[src/rtl/sensor_uart_command_engine_top_defines.svh]
// Assertion macros shared by the RTL of the sensor command engine.
// Included by modules that carry concurrent assertions.
`ifndef SENSOR_UART_COMMAND_ENGINE_TOP_DEFINES_SVH
`define SENSOR_UART_COMMAND_ENGINE_TOP_DEFINES_SVH
// Implication checked on every clock edge outside reset.
`define SUCE_ASSERT_IMPL(label, clk, rst, ante, cons, msg) \
   label: assert property (@(posedge clk) disable iff (rst) (ante) |-> (cons)) \
      else $error(msg);
// Next-cycle implication checked outside reset.
`define SUCE_ASSERT_NEXT(label, clk, rst, ante, cons, msg) \
   label: assert property (@(posedge clk) disable iff (rst) (ante) |=> (cons)) \
      else $error(msg);
`endif

[src/rtl/suce_pkg.sv]
// Package for the sensor command engine: opcodes, lengths, codes, queue item type.
// No dependencies.
`timescale 1ns / 1ps
package suce_pkg;
   localparam int MaxResponseBytes = 16;
   localparam int BufIdxW = $clog2(MaxResponseBytes);

   localparam logic [1:0] REQ_START = 2'd0;
   localparam logic [1:0] REQ_RX    = 2'd1;
   localparam logic [1:0] REQ_TICK  = 2'd2;

   localparam logic [2:0] CMD_GET_PRESS = 3'd0;
   localparam logic [2:0] CMD_SET_PRESS = 3'd1;
   localparam logic [2:0] CMD_GET_GAS   = 3'd2;
   localparam logic [2:0] CMD_OPEN_CAL  = 3'd3;
   localparam logic [2:0] CMD_CLOSE_CAL = 3'd4;
   localparam logic [2:0] CMD_CAL_STAT  = 3'd5;
   localparam logic [2:0] CMD_GET_HOURS = 3'd6;
   localparam logic [2:0] CMD_SET_HOURS = 3'd7;

   localparam logic [2:0] ERR_NONE     = 3'd0;
   localparam logic [2:0] ERR_CHECKSUM = 3'd1;
   localparam logic [2:0] ERR_PRESSURE = 3'd2;
   localparam logic [2:0] ERR_GAS_STAT = 3'd3;
   localparam logic [2:0] ERR_FAILED   = 3'd4;
   localparam logic [2:0] ERR_ARGUMENT = 3'd5;

   localparam logic [1:0] CSR_TIMEOUT  = 2'd0;
   localparam logic [1:0] CSR_INTERVAL = 2'd1;
   localparam logic [1:0] CSR_SUPPRESS = 2'd2;

   // Job kinds handed from the front end to the back end.
   localparam logic [1:0] JOB_FRAME = 2'd0; // emit a command frame
   localparam logic [1:0] JOB_DONE  = 2'd1; // emit one completion result

   typedef struct packed {
      logic [1:0]  kind;
      logic [2:0]  command;
      logic [15:0] argument;
      logic        ok;
      logic [31:0] value;
      logic [2:0]  error_code;
   } job_type;

   function automatic logic [7:0] opcode_of(input logic [2:0] c);
      logic [7:0] r;
      unique case (c)
         CMD_GET_PRESS: r = 8'h02;
         CMD_SET_PRESS: r = 8'h01;
         CMD_GET_GAS:   r = 8'h03;
         CMD_OPEN_CAL:  r = 8'h06;
         CMD_CLOSE_CAL: r = 8'h06;
         CMD_CAL_STAT:  r = 8'h07;
         CMD_GET_HOURS: r = 8'h08;
         default:       r = 8'h09;
      endcase
      return r;
   endfunction

   function automatic logic [1:0] dlen_of(input logic [2:0] c);
      logic [1:0] r;
      unique case (c)
         CMD_SET_PRESS, CMD_SET_HOURS: r = 2'd2;
         CMD_OPEN_CAL, CMD_CLOSE_CAL:  r = 2'd1;
         default:                      r = 2'd0;
      endcase
      return r;
   endfunction

   function automatic logic [4:0] rlen_of(input logic [2:0] c);
      logic [4:0] r;
      unique case (c)
         CMD_GET_GAS:                 r = 5'd14;
         CMD_OPEN_CAL, CMD_CLOSE_CAL: r = 5'd9;
         CMD_CAL_STAT, CMD_SET_HOURS: r = 5'd10;
         default:                     r = 5'd11;
      endcase
      return r;
   endfunction
endpackage

[src/rtl/sensor_uart_command_engine_top.sv]
// Top level of the sensor command engine: config registers, front end, queue, back end.
// Depends on suce_pkg, suce_front, suce_queue and suce_back.
//
//   channel | direction | handshake           | payload
//   req     | in        | req_valid/req_stall | type, command, argument, rx_byte
//   rsp     | out       | rsp_valid/rsp_stall | tx byte or completion fields
//   csr     | in        | csr_write           | index, 16-bit data
//
// An item is taken while the two-entry job queue has room; the front end
// decides it completely in the same cycle. A start emits 9 to 11 frame
// bytes, one per cycle from the back end while rsp is not stalled, so the
// rate is set by the back end's byte sequencer. Reset is synchronous and
// clears all control state; the reply buffer is not cleared. A stall on rsp
// holds the output register and fills the queue, which then stalls req.
`timescale 1ns / 1ps
module sensor_uart_command_engine_top
   import suce_pkg::*;
(
   input  logic        clock,
   input  logic        reset,
   input  logic        req_valid,
   output logic        req_stall,
   input  logic [1:0]  req_type,
   input  logic [2:0]  req_command,
   input  logic [15:0] req_argument,
   input  logic [7:0]  req_rx_byte,
   output logic        rsp_valid,
   input  logic        rsp_stall,
   output logic        rsp_tx_valid,
   output logic [7:0]  rsp_tx_byte,
   output logic        rsp_last_of_run,
   output logic        rsp_done_res,
   output logic        rsp_ok,
   output logic [31:0] rsp_value,
   output logic [2:0]  rsp_error_code,
   input  logic        csr_write,
   input  logic [1:0]  csr_index,
   input  logic [15:0] csr_data
);
   logic [15:0] timeout_ff, interval_ff;
   logic        suppress_ff;
   logic        job_valid, q_full, q_ready, q_pop;
   job_type     job_front, job_head;

   // Configuration registers; writes to unused indexes drop.
   always_ff @(posedge clock) begin
      if (reset) begin
         timeout_ff <= 16'd100;
         interval_ff <= 16'd2000;
         suppress_ff <= 1'b0;
      end else if (csr_write) begin
         unique case (csr_index)
            CSR_TIMEOUT:  timeout_ff <= csr_data;
            CSR_INTERVAL: interval_ff <= csr_data;
            CSR_SUPPRESS: suppress_ff <= csr_data[0];
            default: ;
         endcase
      end
   end

   suce_front u_front (
      .clock(clock), .reset(reset),
      .req_valid(req_valid), .req_stall(req_stall),
      .req_type(req_type), .req_command(req_command),
      .req_argument(req_argument), .req_rx_byte(req_rx_byte),
      .timeout_ticks(timeout_ff), .read_interval_ticks(interval_ff),
      .suppress_errors(suppress_ff),
      .job_valid(job_valid), .job(job_front), .job_full(q_full)
   );

   suce_queue u_queue (
      .clock(clock), .reset(reset),
      .push(job_valid), .push_job(job_front), .full(q_full),
      .not_empty(q_ready), .head(job_head), .pop(q_pop)
   );

   suce_back u_back (
      .clock(clock), .reset(reset),
      .job_ready(q_ready), .job(job_head), .job_pop(q_pop),
      .rsp_valid(rsp_valid), .rsp_stall(rsp_stall),
      .rsp_tx_valid(rsp_tx_valid), .rsp_tx_byte(rsp_tx_byte),
      .rsp_last_of_run(rsp_last_of_run), .rsp_done_res(rsp_done_res),
      .rsp_ok(rsp_ok), .rsp_value(rsp_value), .rsp_error_code(rsp_error_code)
   );
endmodule

[src/rtl/suce_front.sv]
// Front end: accepts items, runs the transaction, decodes replies into jobs.
// Depends on suce_pkg.
`timescale 1ns / 1ps
module suce_front
   import suce_pkg::*;
(
   input  logic        clock,
   input  logic        reset,
   input  logic        req_valid,
   output logic        req_stall,
   input  logic [1:0]  req_type,
   input  logic [2:0]  req_command,
   input  logic [15:0] req_argument,
   input  logic [7:0]  req_rx_byte,
   input  logic [15:0] timeout_ticks,
   input  logic [15:0] read_interval_ticks,
   input  logic        suppress_errors,
   output logic        job_valid,
   output job_type     job,
   input  logic        job_full
);
   logic        busy_ff, busy_in;
   logic [2:0]  cmd_ff, cmd_in;
   logic [4:0]  cnt_ff, cnt_in;
   logic [15:0] sum_ff, sum_in;
   logic [15:0] wait_ff, wait_in;
   logic [15:0] gas_age_ff, gas_age_in;
   logic [31:0] held_gas_ff, held_gas_in;
   logic [15:0] held_press_ff, held_press_in;
   logic [7:0]  buf_ff [MaxResponseBytes];

   logic        acc;
   logic [4:0]  rlen, cnt_next;
   logic [15:0] expect_sum;
   logic [16:0] wait_next;
   logic        bad_arg;
   logic [2:0]  err;
   logic        fail;

   assign req_stall = job_full;
   assign acc = req_valid && !job_full;
   assign rlen = rlen_of(cmd_ff);
   assign cnt_next = cnt_ff + 5'd1;
   assign wait_next = {1'b0, wait_ff} + 17'd1;
   // Trailing checksum bytes; the last one is the byte arriving now.
   assign expect_sum = {buf_ff[BufIdxW'(rlen - 5'd2)], req_rx_byte};

   function automatic logic [31:0] fail_value(input logic [2:0] c, input logic [2:0] e,
                                             input logic s, input logic [15:0] hp,
                                             input logic [31:0] hg);
      logic [31:0] r;
      if (!s) r = {29'd0, e};
      else if (c == CMD_GET_PRESS) r = {16'd0, hp};
      else if (c == CMD_GET_GAS) r = hg;
      else r = '0;
      return r;
   endfunction

   always_comb begin
      busy_in = busy_ff;
      cmd_in = cmd_ff;
      cnt_in = cnt_ff;
      sum_in = sum_ff;
      wait_in = wait_ff;
      gas_age_in = gas_age_ff;
      held_gas_in = held_gas_ff;
      held_press_in = held_press_ff;
      job_valid = 1'b0;
      job = '0;
      job.command = req_command;
      job.argument = req_argument;
      bad_arg = 1'b0;
      err = ERR_NONE;
      fail = 1'b0;
      if (acc) begin
         unique case (req_type)
            REQ_START: begin
               if (!busy_ff) begin
                  bad_arg = (req_command == CMD_SET_PRESS &&
                             (req_argument < 16'd700 || req_argument > 16'd1100)) ||
                            (req_command == CMD_SET_HOURS &&
                             (req_argument < 16'd24 || req_argument > 16'd720));
                  job_valid = 1'b1;
                  job.kind = JOB_DONE;
                  if (bad_arg) begin
                     job.error_code = ERR_ARGUMENT;
                     job.value = fail_value(req_command, ERR_ARGUMENT, suppress_errors,
                                            held_press_ff, held_gas_ff);
                  end else if (req_command == CMD_GET_GAS &&
                               gas_age_ff < read_interval_ticks) begin
                     job.ok = 1'b1;
                     job.value = held_gas_ff;
                  end else begin
                     job.kind = JOB_FRAME;
                     if (req_command == CMD_GET_GAS) gas_age_in = '0;
                     busy_in = 1'b1;
                     cmd_in = req_command;
                     cnt_in = '0;
                     sum_in = '0;
                     wait_in = '0;
                  end
               end
            end
            REQ_RX: begin
               if (busy_ff) begin
                  cnt_in = cnt_next;
                  if (cnt_ff + 5'd2 < rlen) sum_in = sum_ff + 16'(req_rx_byte);
                  if (cnt_next >= rlen) begin
                     busy_in = 1'b0;
                     job_valid = 1'b1;
                     job.kind = JOB_DONE;
                     job.command = cmd_ff;
                     if (sum_ff != expect_sum) begin
                        fail = 1'b1;
                        priority if (cmd_ff == CMD_GET_PRESS) err = ERR_PRESSURE;
                        else if (cmd_ff == CMD_GET_GAS || cmd_ff == CMD_CAL_STAT ||
                                 cmd_ff == CMD_GET_HOURS) err = ERR_FAILED;
                        else err = ERR_CHECKSUM;
                     end else begin
                        job.ok = 1'b1;
                        unique case (cmd_ff)
                           CMD_GET_PRESS: begin
                              job.value = {16'd0, buf_ff[7], buf_ff[8]};
                              held_press_in = {buf_ff[7], buf_ff[8]};
                           end
                           CMD_GET_GAS: begin
                              if (buf_ff[11] != 8'd0) begin
                                 fail = 1'b1;
                                 err = ERR_GAS_STAT;
                              end else begin
                                 job.value = {buf_ff[7], buf_ff[8], buf_ff[9], buf_ff[10]};
                                 held_gas_in = {buf_ff[7], buf_ff[8], buf_ff[9], buf_ff[10]};
                              end
                           end
                           CMD_CAL_STAT: job.value = {24'd0, buf_ff[7]};
                           CMD_GET_HOURS: job.value = {16'd0, buf_ff[7], buf_ff[8]};
                           CMD_SET_HOURS: begin
                              job.value = {24'd0, buf_ff[7]};
                              job.ok = (buf_ff[7] == 8'd0);
                           end
                           default: job.value = '0;
                        endcase
                     end
                     if (fail) begin
                        job.ok = 1'b0;
                        job.error_code = err;
                        job.value = fail_value(cmd_ff, err, suppress_errors,
                                               held_press_ff, held_gas_ff);
                     end
                  end
               end
            end
            REQ_TICK: begin
               if (gas_age_ff != 16'hFFFF) gas_age_in = gas_age_ff + 16'd1;
               if (busy_ff) begin
                  if (wait_next > {1'b0, timeout_ticks}) begin
                     busy_in = 1'b0;
                     wait_in = '0;
                     err = (cmd_ff == CMD_GET_PRESS) ? ERR_PRESSURE : ERR_FAILED;
                     job_valid = 1'b1;
                     job.kind = JOB_DONE;
                     job.command = cmd_ff;
                     job.error_code = err;
                     job.value = fail_value(cmd_ff, err, suppress_errors,
                                            held_press_ff, held_gas_ff);
                  end else begin
                     wait_in = wait_next[15:0];
                  end
               end
            end
            default: ;
         endcase
      end
   end

   always_ff @(posedge clock) begin
      if (reset) begin
         busy_ff <= 1'b0;
         cmd_ff <= '0;
         cnt_ff <= '0;
         sum_ff <= '0;
         wait_ff <= '0;
         gas_age_ff <= '0;
         held_gas_ff <= '0;
         held_press_ff <= '0;
      end else begin
         busy_ff <= busy_in;
         cmd_ff <= cmd_in;
         cnt_ff <= cnt_in;
         sum_ff <= sum_in;
         wait_ff <= wait_in;
         gas_age_ff <= gas_age_in;
         held_gas_ff <= held_gas_in;
         held_press_ff <= held_press_in;
      end
   end

   // Response buffer: store the byte at the fill position while it fits.
   always_ff @(posedge clock) begin
      if (acc && req_type == REQ_RX && busy_ff && cnt_ff < 5'(MaxResponseBytes))
         buf_ff[BufIdxW'(cnt_ff)] <= req_rx_byte;
   end
endmodule

[src/rtl/suce_queue.sv]
// Two-entry job queue between the front and back ends.
// Depends on suce_pkg and the assertion macro header.
`timescale 1ns / 1ps
`include "sensor_uart_command_engine_top_defines.svh"
module suce_queue
   import suce_pkg::*;
(
   input  logic    clock,
   input  logic    reset,
   input  logic    push,
   input  job_type push_job,
   output logic    full,
   output logic    not_empty,
   output job_type head,
   input  logic    pop
);
   job_type    slot_ff [2];
   logic       wr_ff, rd_ff;
   logic [1:0] cnt_ff;

   assign full = (cnt_ff == 2'd2);
   assign not_empty = (cnt_ff != 2'd0);
   assign head = slot_ff[rd_ff];

   always_ff @(posedge clock) begin
      if (reset) begin
         wr_ff <= 1'b0;
         rd_ff <= 1'b0;
         cnt_ff <= '0;
      end else begin
         if (push) wr_ff <= ~wr_ff;
         if (pop) rd_ff <= ~rd_ff;
         cnt_ff <= cnt_ff + {1'b0, push} - {1'b0, pop};
      end
   end

   always_ff @(posedge clock) begin
      if (push) slot_ff[wr_ff] <= push_job;
   end

   `SUCE_ASSERT_IMPL(a_no_overflow, clock, reset, push, !full, "push into full queue")
   `SUCE_ASSERT_IMPL(a_no_underflow, clock, reset, pop, not_empty, "pop from empty queue")
   `SUCE_ASSERT_IMPL(a_cnt_range, clock, reset, 1'b1, cnt_ff != 2'd3, "queue count broken")
endmodule

[src/rtl/suce_back.sv]
// Back end: turns jobs into frame bytes or a completion result, with an output register.
// Depends on suce_pkg and the assertion macro header.
`timescale 1ns / 1ps
`include "sensor_uart_command_engine_top_defines.svh"
module suce_back
   import suce_pkg::*;
(
   input  logic        clock,
   input  logic        reset,
   input  logic        job_ready,
   input  job_type     job,
   output logic        job_pop,
   output logic        rsp_valid,
   input  logic        rsp_stall,
   output logic        rsp_tx_valid,
   output logic [7:0]  rsp_tx_byte,
   output logic        rsp_last_of_run,
   output logic        rsp_done_res,
   output logic        rsp_ok,
   output logic [31:0] rsp_value,
   output logic [2:0]  rsp_error_code
);
   logic [3:0]  pos_ff, pos_in;
   logic [15:0] sum_ff, sum_in;
   logic        vld_ff;
   logic        load;
   logic [3:0]  nbytes;
   logic [7:0]  fbyte;
   logic        last;

   assign nbytes = 4'd9 + {2'd0, dlen_of(job.command)};
   assign load = job_ready && (!vld_ff || !rsp_stall);

   // Frame byte at the current position; checksum bytes come from the running sum.
   always_comb begin
      fbyte = 8'h00;
      if (pos_ff == nbytes - 4'd2) fbyte = sum_ff[15:8];
      else if (pos_ff == nbytes - 4'd1) fbyte = sum_ff[7:0];
      else begin
         unique case (pos_ff)
            4'd0: fbyte = 8'h42;
            4'd1: fbyte = 8'h4D;
            4'd2: fbyte = 8'hA0;
            4'd3: fbyte = 8'h00;
            4'd4: fbyte = opcode_of(job.command);
            4'd5: fbyte = 8'h00;
            4'd6: fbyte = {6'd0, dlen_of(job.command)};
            4'd7: begin
               if (dlen_of(job.command) == 2'd2) fbyte = job.argument[15:8];
               else fbyte = (job.command == CMD_CLOSE_CAL) ? 8'hFF : 8'h00;
            end
            4'd8: fbyte = job.argument[7:0];
            default: fbyte = 8'h00;
         endcase
      end
   end

   assign last = (job.kind != JOB_FRAME) || (pos_ff == nbytes - 4'd1);
   assign job_pop = load && last;

   always_comb begin
      pos_in = pos_ff;
      sum_in = sum_ff;
      if (load && job.kind == JOB_FRAME) begin
         if (last) begin
            pos_in = '0;
            sum_in = '0;
         end else begin
            pos_in = pos_ff + 4'd1;
            // Hold the sum once the checksum bytes start going out.
            if (pos_ff < nbytes - 4'd2) sum_in = sum_ff + 16'(fbyte);
         end
      end
   end

   always_ff @(posedge clock) begin
      if (reset) begin
         pos_ff <= '0;
         sum_ff <= '0;
         vld_ff <= 1'b0;
      end else begin
         pos_ff <= pos_in;
         sum_ff <= sum_in;
         if (load) vld_ff <= 1'b1;
         else if (!rsp_stall) vld_ff <= 1'b0;
      end
   end

   always_ff @(posedge clock) begin
      if (load) begin
         if (job.kind == JOB_FRAME) begin
            rsp_tx_valid <= 1'b1;
            rsp_tx_byte <= fbyte;
            rsp_done_res <= 1'b0;
            rsp_ok <= 1'b0;
            rsp_value <= '0;
            rsp_error_code <= ERR_NONE;
         end else begin
            rsp_tx_valid <= 1'b0;
            rsp_tx_byte <= '0;
            rsp_done_res <= 1'b1;
            rsp_ok <= job.ok;
            rsp_value <= job.value;
            rsp_error_code <= job.error_code;
         end
         rsp_last_of_run <= last;
      end
   end

   assign rsp_valid = vld_ff;

   `SUCE_ASSERT_IMPL(a_pos_range, clock, reset, 1'b1, pos_ff < 4'd11, "frame position out of range")
   `SUCE_ASSERT_NEXT(a_done_is_last, clock, reset, load && job.kind != JOB_FRAME,
      rsp_last_of_run && rsp_done_res, "completion not marked last")
   `SUCE_ASSERT_IMPL(a_pop_has_job, clock, reset, job_pop, job_ready, "pop without job")
endmodule

[config.mk]
export PLATFORM = sky130hd
export DESIGN_NAME = sensor_uart_command_engine_top
export DESIGN_NICKNAME = d
export VERILOG_FILES = /design/src/rtl/suce_pkg.sv /design/src/rtl/sensor_uart_command_engine_top.sv /design/src/rtl/suce_front.sv /design/src/rtl/suce_queue.sv /design/src/rtl/suce_back.sv
export VERILOG_INCLUDE_DIRS = /design/src /design/src/rtl
export SDC_FILE = /design/constraint.sdc
export NUM_CORES = 1
export LEC_CHECK = 0
export ABC_AREA = 1
export ABC_CLOCK_PERIOD_IN_PS = 11300
export BUFFER_PORTS_ARGS = -buffer_cell sky130_fd_sc_hd__clkbuf_2
export CORE_UTILIZATION = 35
export DETAILED_ROUTE_END_ITERATION = 12
export HOLD_SLACK_MARGIN = 0.02
export PLACE_DENSITY_LB_ADDON = 0.08
export SKIP_CTS_REPAIR_TIMING = 1
export SLEW_MARGIN = 20
export SYNTH_ARGS = -nofsm -noshare
export SYNTH_HDL_FRONTEND = slang
export SYNTH_SLANG_ARGS = --single-unit
[constraint.sdc]
create_clock -name clock -period 11.3 [get_ports clock]
set_clock_uncertainty 0.05 [all_clocks]
set_input_delay 1.13 -clock clock [delete_from_list [all_inputs] [get_ports clock]]
set_output_delay 1.13 -clock clock [all_outputs]
set_load 0.02 [all_outputs]
==> impl_table.tex <==
\begin{tabular}{lr}
\hline
Metric & Value \\
\hline
\multicolumn{2}{l}{\textbf{Clock network}} \\
\quad Number of H-tree levels & 2 \\
\quad Total CTS buffers & 51 \\
\quad Cell at the root of the clock tree & clkbuf\_16 \\
\quad Deepest clock path buffer count & 3 \\
\quad Worst-skew pair later-pin latency & 0.60 ns \\
\quad Clock transition at the register clock pins on the worst setup and hold paths after CTS & 0.06 ns \\
\quad CTS sink count & 427 \\
\quad TritonCTS clock tree & yes \\
\multicolumn{2}{l}{\textbf{STA}} \\
\quad Final Hold Violating Endpoints & 0 \\
\quad Worst slew slack as a fraction of its limit & 28.6\% \\
\quad Final setup violating endpoints & 0 \\
\quad Sum Neg Setup Slack & 0 ns \\
\quad Unrepaired setup endpoints after global routing & false \\
\quad Max-slew violations & 0 \\
\quad Worst Tran Pin Value & 1.07 ns \\
\quad Timing-limited maximum frequency & 0.173 GHz \\
\quad Clock period minus final worst setup slack & 5.79 ns \\
\quad Period utilisation layout & 51.2\% \\
\multicolumn{2}{l}{\textbf{Floorplanning}} \\
\quad Count of standard-cell rows & 90 \\
\quad Standard cell core area & 0.0608 mm\^{}2 \\
\quad Die height & 251 um \\
\quad Initial Utilization & 35.7\% \\
\quad Chip Width & 251 um \\
\quad IO Count & 101 \\
\quad Die area & 0.0630 mm\^{}2 \\
\multicolumn{2}{l}{\textbf{Final layout}} \\
\quad Net count of the finished layout & 2771 \\
\quad Count of filler cells inserted in the layout & 6064 \\
\quad Area growth from synthesis to layout & 13.3\% \\
\quad Total area of multi-input combinational cells & 0.00877 mm\^{}2 \\
\quad Most common library cell in the layout ignoring fill and taps & nand2\_1 \\
\quad Combined flip-flop and latch cell area & 0.0112 mm\^{}2 \\
\quad Most used cells in the layout excluding fill and tap cells & nand2\_1 (561), inv\_1 (336), edfxtp\_1 (263), a21oi\_1 (246), nand3\_1 (206) \\
\quad Ratio of cells with drive above 1 in the final layout & 8.51\% \\
\multicolumn{2}{l}{\textbf{Synthesis}} \\
\quad Synth cell types & 50 \\
\quad EDFF count, synth & 263 \\
\quad Average instance area after synthesis & 8.41 um\^{}2 \\
\quad Synth Flop Type & edfxtp\_1 \\
\quad Sequential cell area fraction in the yosys report & 51.5\% \\
\quad Share of flip-flops with an asynchronous set or reset & 0\% \\
\quad Cell area after synthesis & 0.0217 mm\^{}2 \\
\quad Mapped Cells & 2581 \\
\quad Synthesis Warnings & 0 \\
\quad Flip-flop and latch count after synthesis & 427 \\
\quad Net Count, Synth & 2713 \\
\multicolumn{2}{l}{\textbf{Placed design}} \\
\quad Estimated wirelength of the detail-placed design & 42100 um \\
\quad Port Buffers & 100 \\
\quad Weighted congestion at the end of routability-driven global placement & 0.900 \\
\multicolumn{2}{l}{\textbf{Flow run}} \\
\quad Max-Cap Viols & 0 \\
\multicolumn{2}{l}{\textbf{Worst hold path}} \\
\quad Cell count of the worst hold path & 1 \\
\quad Hold Startpoint & u\_queue.rd\_ff \\
\quad Path class of the lowest-slack min-delay path & flop to flop \\
\multicolumn{2}{l}{\textbf{Critical path}} \\
\quad Number of cell instances on the worst register-to-register path & 27 \\
\quad Startpoint kind of the worst setup timing path & flop \\
\quad Category of the critical setup timing path & flop to flop \\
\quad Arrival time of the worst setup path & 6.22 ns \\
\quad Critical register-to-register path endpoint & u\_back.sum\_ff[14] \\
\quad Critical path peak fanout & 58 \\
\quad Register-to-register setup slack & 5.51 ns \\
\quad Capturing element type of the critical path & flop \\
\quad WP data required & 11.74 ns \\
\multicolumn{2}{l}{\textbf{Drt}} \\
\quad Remaining DRCs & 0 \\
\quad Length of the first detailed-routing pass in iterations & 5 \\
\quad Wire length reported by the detailed router & 61800 um \\
\quad Initial drt markers & 1317 \\
\quad Number of antenna-violating nets in the routed design & 0 \\
\quad Via density per instance & 5.05 \\
\quad Total via count after detailed routing & 17500 \\
\quad Routed wire length per instance & 17.8 um \\
\multicolumn{2}{l}{\textbf{Global routing}} \\
\quad Largest net degree at the start of global routing & 103 \\
\quad Combined global-route utilization of all metal layers & 19.4\% \\
\quad Initial antenna violation count & 3 \\
\quad Wire length of the first global-routing pass & 96600 um \\
\quad Via count of the first global-routing pass & 16700 \\
\quad GR Overflow Total & 0 \\
\multicolumn{2}{l}{\textbf{Outcome}} \\
\quad Run status & finished clean \\
\multicolumn{2}{l}{\textbf{Power and ir drop}} \\
\quad Post-route total power & 0.00452 W \\
\quad Worst vdd rail ir drop & 0.125 mV \\
\quad Static power due to leakage & 9.86 nW \\
\quad Pwr dens & 184 mW/mm\^{}2 \\
\hline
\end{tabular}
cells by family after synthesis:
family	synth area share [%]
AND/OR/NAND/NOR	20.4
AO/OA/AOI/OAI	13.6
buffers and inverters	8.19
flip-flops	51.5
adder cells (fa/ha/maj)	4.68
XOR/XNOR	1.61
worst max-delay path, stage by stage, from the launching register on:
cell and delay, ns:
dfxtp_2 0.31, buf_4 0.53, inv_2 0.04, buf_4 0.34
o21ai_1 0.34, inv_1 0.09, nor2_1 0.17, nand2_1 0.07
nand2_1 0.13, inv_1 0.09, ha_1 0.21, ha_1 0.30
nand2_1 0.07, inv_1 0.05, nand3_1 0.35, inv_1 0.22
a211oi_1 0.08, a21oi_1 0.17, ha_1 0.19, inv_1 0.06
fa_1 0.43, o31ai_1 0.45, nand4_1 0.13, nand2_1 0.12
nand4_1 0.19, nor4_1 0.27, xnor2_1 0.16, nor2_1 0.05
sequential cells by signal, indices dropped and copies added (netlist names), 2 cells and up, named ones only:
| name | cells |
|---|---|
| u_front.sum_ff | 16 |
| u_front.wait_ff | 16 |
| u_back.rsp_tx_byte | 8 |
| u_front.held_press_ff | 16 |
| interval_ff | 16 |
| u_back.sum_ff | 16 |
| timeout_ff | 16 |
| u_back.rsp_value | 32 |
| u_front.cmd_ff | 3 |
| u_back.pos_ff | 4 |
| u_front.held_gas_ff | 32 |
| u_back.rsp_error_code | 3 |
| u_queue.cnt_ff | 2 |
| u_front.cnt_ff | 5 |
| u_queue.slot_ff | 112 |
| u_front.gas_age_ff | 16 |
| u_front.buf_ff | 104 |
layer usage:
layer | part of all wire [%] | global-route usage (%)
met4 | 2.2 | 5.68
met3 | 4.3 | 2.71
met2 | 45 | 31.3
met1 | 48 | 27.1
met5 | 0 | 0
synth_stat cells, types with 2 or more instances:
library cell | count | area [um^2]
a211oi_1 | 5 | 37.5
a21boi_0 | 2 | 15.0
a21oi_1 | 248 | 1240
a221oi_1 | 3 | 26.3
a22oi_1 | 8 | 60.1
a31oi_1 | 5 | 31.3
and2_1 | 5 | 31.3
buf_1 | 6 | 22.5
buf_2 | 28 | 140
buf_4 | 5 | 37.5
clkbuf_1 | 72 | 270
clkinv_1 | 5 | 18.8
dfxtp_1 | 164 | 3280
edfxtp_1 | 263 | 7900
fa_1 | 2 | 40.0
ha_1 | 78 | 976
inv_1 | 338 | 1270
inv_2 | 5 | 18.8
nand2_1 | 562 | 2110
nand2_2 | 4 | 25.0
nand3_1 | 206 | 1030
nand3_2 | 2 | 20.0
nand4_1 | 44 | 275
nor2_1 | 142 | 533
nor2_2 | 2 | 12.5
nor3_1 | 48 | 240
nor3b_1 | 3 | 22.5
nor4_1 | 7 | 43.8
o211ai_1 | 32 | 240
o21a_1 | 9 | 67.6
o21ai_0 | 121 | 606
o21ai_1 | 61 | 305
o21bai_1 | 2 | 15.0
o221ai_1 | 4 | 35.0
o22ai_1 | 30 | 188
o31ai_1 | 2 | 15.0
or2_2 | 7 | 43.8
xnor2_1 | 5 | 43.8
xor2_1 | 35 | 307
per-stage QoR:
stage	setup slack (ns)	instance area, um^2	hold slack (ns)	util [%]	std cells
2_1_floorplan	5.42	21700	0.374	-	2581
3_3_place_gp	5.65	22900	0.387	37.6	3368
3_5_place_dp	5.47	22900	0.385	37.6	3368
4_1_cts	5.45	24600	0.396	40.4	3462
5_1_grt	4.85	24600	0.420	40.4	3465
6_report	5.51	24600	0.394	40.4	3465
power breakdown:
| part | internal (W) | total [W] | switching (W) |
|---|---|---|---|
| clock network | 0.00102 | 0.00169 | 0.000671 |
| logic | 0.000258 | 0.000947 | 0.000688 |
| registers | 0.00183 | 0.00188 | 0.0000503 |
| total | 0.00311 | 0.00452 | 0.00141 |
how the worst max path moves through the flow:
stage / start / end / slack [ns]
3_3_place_gp: flop / u_back.sum_ff[14] / 5.65
4_1_cts: flop / u_back.sum_ff[14] / 5.45
3_5_place_dp: flop / u_back.sum_ff[14] / 5.47
5_1_grt: flop / u_back.sum_ff[14] / 4.85
2_1_floorplan: u_front.wait_ff[0] / u_queue.slot_ff[1][0] / 5.42
6_report: flop / u_back.sum_ff[14] / 5.51
layout make-up:
type | instances | share of cell area (%)
Clock inverter | 35 | 1.39
Antenna cell | 3 | 0.0305
Timing Repair Buffer | 116 | 2.53
Tap cell | 782 | 3.98
Sequential cell | 427 | 45.5
Clock buffer | 59 | 5.57
Inverter | 348 | 5.32
Multi-Input combinational cell | 1695 | 35.7
Power figures use the tool's default switching activity.
